### src/rtl/pba_pkg.sv
// Shared types and constants of the page bitmap allocator.
package pba_pkg;

  localparam int ACT_W      = 2;
  localparam int PAGE_W     = 15;
  localparam int OFF_W      = 6;
  localparam int WORD_W     = 64;
  localparam int FIELD_PAGES = 32768;
  localparam int IN_DATA_W  = 24;
  localparam int OUT_DATA_W = 24;

  typedef enum logic [ACT_W-1:0] {
    ACT_ALLOC = 2'd0,
    ACT_SET   = 2'd1,
    ACT_FREE  = 2'd2,
    ACT_TEST  = 2'd3
  } action_t;

  typedef enum logic [2:0] {
    ST_CLEAR,
    ST_IDLE,
    ST_READ,
    ST_EVAL,
    ST_DONE
  } state_t;

  // Commands from the controller to the datapath.
  typedef struct packed {
    logic accept;
    logic clr_step;
    logic rd;
    logic eval;
    logic load_out;
  } cmd_t;

  // Status from the datapath to the controller.
  typedef struct packed {
    logic in_bad;
    logic eval_done;
    logic clr_last;
    logic out_busy;
  } sts_t;

endpackage

### src/rtl/pba_ctrl.sv
// Controller state machine of the page bitmap allocator.
module pba_ctrl (
  input  logic          clk,
  input  logic          rst_n,
  input  logic          in_tvalid,
  output logic          in_tready,
  input  pba_pkg::sts_t sts,
  output pba_pkg::cmd_t cmd
);

  pba_pkg::state_t state_r, state_nxt;

  always_ff @(posedge clk) begin
    if (!rst_n) begin
      state_r <= pba_pkg::ST_CLEAR;
    end else begin
      state_r <= state_nxt;
    end
  end

  always_comb begin
    state_nxt = state_r;
    cmd       = '0;
    in_tready = 1'b0;
    case (state_r)
      pba_pkg::ST_CLEAR: begin
        cmd.clr_step = 1'b1;
        if (sts.clr_last) begin
          state_nxt = pba_pkg::ST_IDLE;
        end
      end
      pba_pkg::ST_IDLE: begin
        in_tready = 1'b1;
        if (in_tvalid) begin
          cmd.accept = 1'b1;
          state_nxt  = sts.in_bad ? pba_pkg::ST_DONE : pba_pkg::ST_READ;
        end
      end
      pba_pkg::ST_READ: begin
        cmd.rd    = 1'b1;
        state_nxt = pba_pkg::ST_EVAL;
      end
      pba_pkg::ST_EVAL: begin
        cmd.eval  = 1'b1;
        state_nxt = sts.eval_done ? pba_pkg::ST_DONE : pba_pkg::ST_READ;
      end
      pba_pkg::ST_DONE: begin
        if (!sts.out_busy) begin
          cmd.load_out = 1'b1;
          state_nxt    = pba_pkg::ST_IDLE;
        end
      end
      default: begin
        state_nxt = pba_pkg::ST_CLEAR;
      end
    endcase
  end

endmodule

### config.mk
export PLATFORM = sky130hd
export DESIGN_NAME = pba_ctrl
export DESIGN_NICKNAME = d
export VERILOG_FILES = /design/src/rtl/pba_pkg.sv /design/src/rtl/pba_ctrl.sv
export SDC_FILE = /design/constraint.sdc
export NUM_CORES = 1
export LEC_CHECK = 0
export BUFFER_PORTS_ARGS = -buffer_cell sky130_fd_sc_hd__buf_2
export CORE_AREA = 2 2 39 41
export DETAILED_ROUTE_END_ITERATION = 8
export DIE_AREA = 0 0 41 43
export MAX_ROUTING_LAYER = met4
export REMOVE_ABC_BUFFERS = 1
export SKIP_LAST_GASP = 1
export SLEW_MARGIN = 40
export SYNTH_ARGS = -nofsm -noshare
export SYNTH_HDL_FRONTEND = slang
export SYNTH_SLANG_ARGS = --single-unit
### constraint.sdc
create_clock -name clk -period 1.31 [get_ports clk]
set_input_delay 0.262 -clock clk [delete_from_list [all_inputs] [get_ports clk]]
set_output_delay 0.262 -clock clk [all_outputs]
set_load 0.01 [all_outputs]
==> impl_metrics.csv <==
group,metric,value,unit
power_and_ir_drop,total_power,0.000359,W
timing,finalMaxSlewViolations,0,
logic_synthesis,synth_edf_count,0,
logic_synthesis,synth.most_common_cell,"nor3_1",
hold_path,hold_path.class,"in2reg",
setup_path,crit_chain,"nor4b_4 > buf_2",
layout,diodes,0,
logic_synthesis,ys_top_cells_by_count,"nor3_1 (4), dfxtp_1 (3), nor2_1 (3)",
setup_path,startpoint,"state_r[0]",
layout,largestRegisters,"state_r: 3 flops",
global_route,overflow,0,
setup_path,worstSetupEndpointType,"output port",
setup_path,cp.required,1.05,ns
timing,grt_setup_unrepaired,"yes",
drt,dr.pass1.iters,1,
setup_path,worstSetupPathType,"reg2out",
logic_synthesis,ys_ff_latch,3,
timing,period_minus_slack,1.31,ns
power_and_ir_drop,p_per_area,953,nW/µm²
placement,io_buffers,12,
logic_synthesis,synthArstFlopShare,0,%
global_route,antenna_found_initial,0,
setup_path,cp-start-kind,"register",
die,chipHeight,43,µm
global_route,grt_pass1_wl,910,µm
logic_synthesis,yosys.area.top_type,"dfxtp_1",
clock_network,cts.sinks,3,
global_route,grt_max_degree,12,
die,io_pins,13,
global_route,grt_pass1_vias,220,
logic_synthesis,syn_avg_cell_area,8.48,µm²
drt,routed_wl,668,µm
clock_network,h-tree-depth,1,
die,die-area,1760,µm²
die,start_util,16.5,%
power_and_ir_drop,leakage,0.170,nW
logic_synthesis,netlist.area_leader.share,26.2,%
die,die_w,41,µm
power_and_ir_drop,p_int,0.000260,W
layout,nFillCells,162,
logic_synthesis,yosysWarnings,0,
power_and_ir_drop,p_comb_share,24.3,%
logic_synthesis,synth_area_leaders,"dfxtp_1 (26%), buf_6 (9.8%), nor3_1 (8.7%)",
placement,routabilityCongestion,0.705,
logic_synthesis,synth_area,229,µm²
timing,slew_headroom,84.6,%
power_and_ir_drop,switching_share,27.6,%
power_and_ir_drop,pwr-share-clk,45.5,%
clock_network,clockBufferDepth,2,
layout,area_growth,64.5,%
power_and_ir_drop,p_sw,0.0000990,W
hold_path,hp-start,"rst_n",
clock_network,clock-root-buffer,"clkbuf_4",
timing,clock_skew,0.000795,ns
placement,dp_slack,0.0869,ns
layout,regMostFlops,"state_r",
timing,hold_viol,0,
clock_network,clk_latency,0.23,ns
layout,finish.net_count,53,
clock_network,cts-buffers-inserted,3,
setup_path,cpMaxStageDelayCell,"dfxtp_4",
drt,viasPerCell,4.25,
drt,ant_nets,0,
die,core.rowCount,14,
timing,final.period_utilization,100,%
run,maxCapViolations,0,
layout,largest_reg_flops,3,
layout,seqCellArea,71.3,µm²
logic_synthesis,yosysUniqueCellTypes,18,
logic_synthesis,synth_ff_type,"dfxtp_1",
drt,initialDrtViolationCount,0,
setup_path,arrival,1.05,ns
setup_path,path_max_fanout,6,
setup_path,reg2reg_from,"state_r[0]",
drt,vias,259,
logic_synthesis,ys_seq_area_share,26.2,%
power_and_ir_drop,pwr-share-seq,30.2,%
status,status,"finished, violations left",
layout,multiInputGateArea,154,µm²
drt,drc,0,
timing,setup_viol,1,
timing,layout_setup_ws,-0.00304,ns
timing,worstMarginPinSlew,0.229,ns
clock_network,cts_tree,"built",
global_route,groute.usage.overall,8.52,%
timing,max_freq,762,MHz
setup_path,max_stage_delay,0.36,ns
placement,dpl.hpwl,443,µm
clock_network,clk_pin_slew,0.04,ns
power_and_ir_drop,irDropWorstVdd,272,µV
drt,wl_per_cell,11.0,µm
die,design.core.area,1380,µm²
status,violations,"negative setup slack",
logic_synthesis,synthCells,27,
layout,drive_gt1_share,60.0,%
## stage by stage
step                utilization, %  setup TNS [ns]  area [µm²]  instances  hold slack, ns
floorplan                        -               0         199         24           0.390
detailed placement            20.2               0         279         52           0.533
global route                  27.2          -0.104         377         61           0.277
finish                        27.2        -0.00304         377         61           0.283
CTS                           22.5         -0.0449         312         56           0.278
global placement              20.2               0         279         52           0.516
## cells by family after synthesis
| group | after synthesis | synth area share [%] |
|---|---|---|
| DFF | 3 | 26.2 |
| buffers and inverters | 4 | 14.8 |
| and+or+nand+nor | 17 | 50.3 |
| AOI/OAI and AO/OA | 3 | 8.74 |
## critical path: cells and delay by family, from the launching register on
kind	cells	cell delay, ns
buffers and inverters	1	0.17
DFF	1	0.36
and+or+nand+nor	1	0.28
## power by group through the flow
| stage | logic, W | registers [W] | clock network (W) |
|---|---|---|---|
| 5_1_grt | 0.0000944 | 0.000110 | 0.000180 |
| 6_report | 0.0000872 | 0.000108 | 0.000163 |
| 4_1_cts | 0.0000555 | 0.000113 | 0.000172 |
| 2_1_floorplan | 0.0000306 | 0.000109 | 0 |
| 3_5_place_dp | 0.0000550 | 0.000113 | 0 |
| 3_3_place_gp | 0.0000550 | 0.000112 | 0 |
## cell type report
| class | instances | share of cell area, % |
|---|---|---|
| Clock buffer | 4 | 6.98 |
| Inverter | 1 | 0.997 |
| Multi-Input combinational cell | 20 | 40.9 |
| Sequential cell | 3 | 18.9 |
| Tap cell | 16 | 5.32 |
| Timing Repair Buffer | 17 | 26.9 |
## path summary, 6_finish.rpt
kind / depth (start not counted) / slack, ns / end
max: 2 / -0.003 / cmd[0]
min: 3 / 0.28 / state_r[2]
max reg2reg: 5 / 0.16 / state_r[0]
min reg2reg: 1 / 0.50 / state_r[1]
## metal layers
layer | up-vias | GRT usage, % | routed length, µm
met5 | - | - | 0
met4 | 0 | 10.0 | 0
met3 | 0 | 3.14 | 47
met2 | 7 | 10.3 | 342
met1 | 118 | 9.27 | 278
li1 | 134 | - | -
## placed cells by master (no fill, tap or decap), drive strengths merged
master / count
buf: 17
nor3: 4
clkbuf: 4
dfxtp: 3
nor2: 3
nand2: 2
and4bb: 2
nor3b: 1
nand2b: 1
and3b: 1
nor4b: 1
nand4b: 1
nand3: 1
inv: 1
a31oi: 1
o31a: 1
a21oi: 1
## repair_timing
action / 4_1_cts / 5_1_grt
gates resized for setup: 4 / 8
pin swaps: 1 / 3
endpoints found under the setup margin: 5 / 4
hold buffers: 0 / 0
setup buffers: 0 / 5
Power figures use the tool's default switching activity.
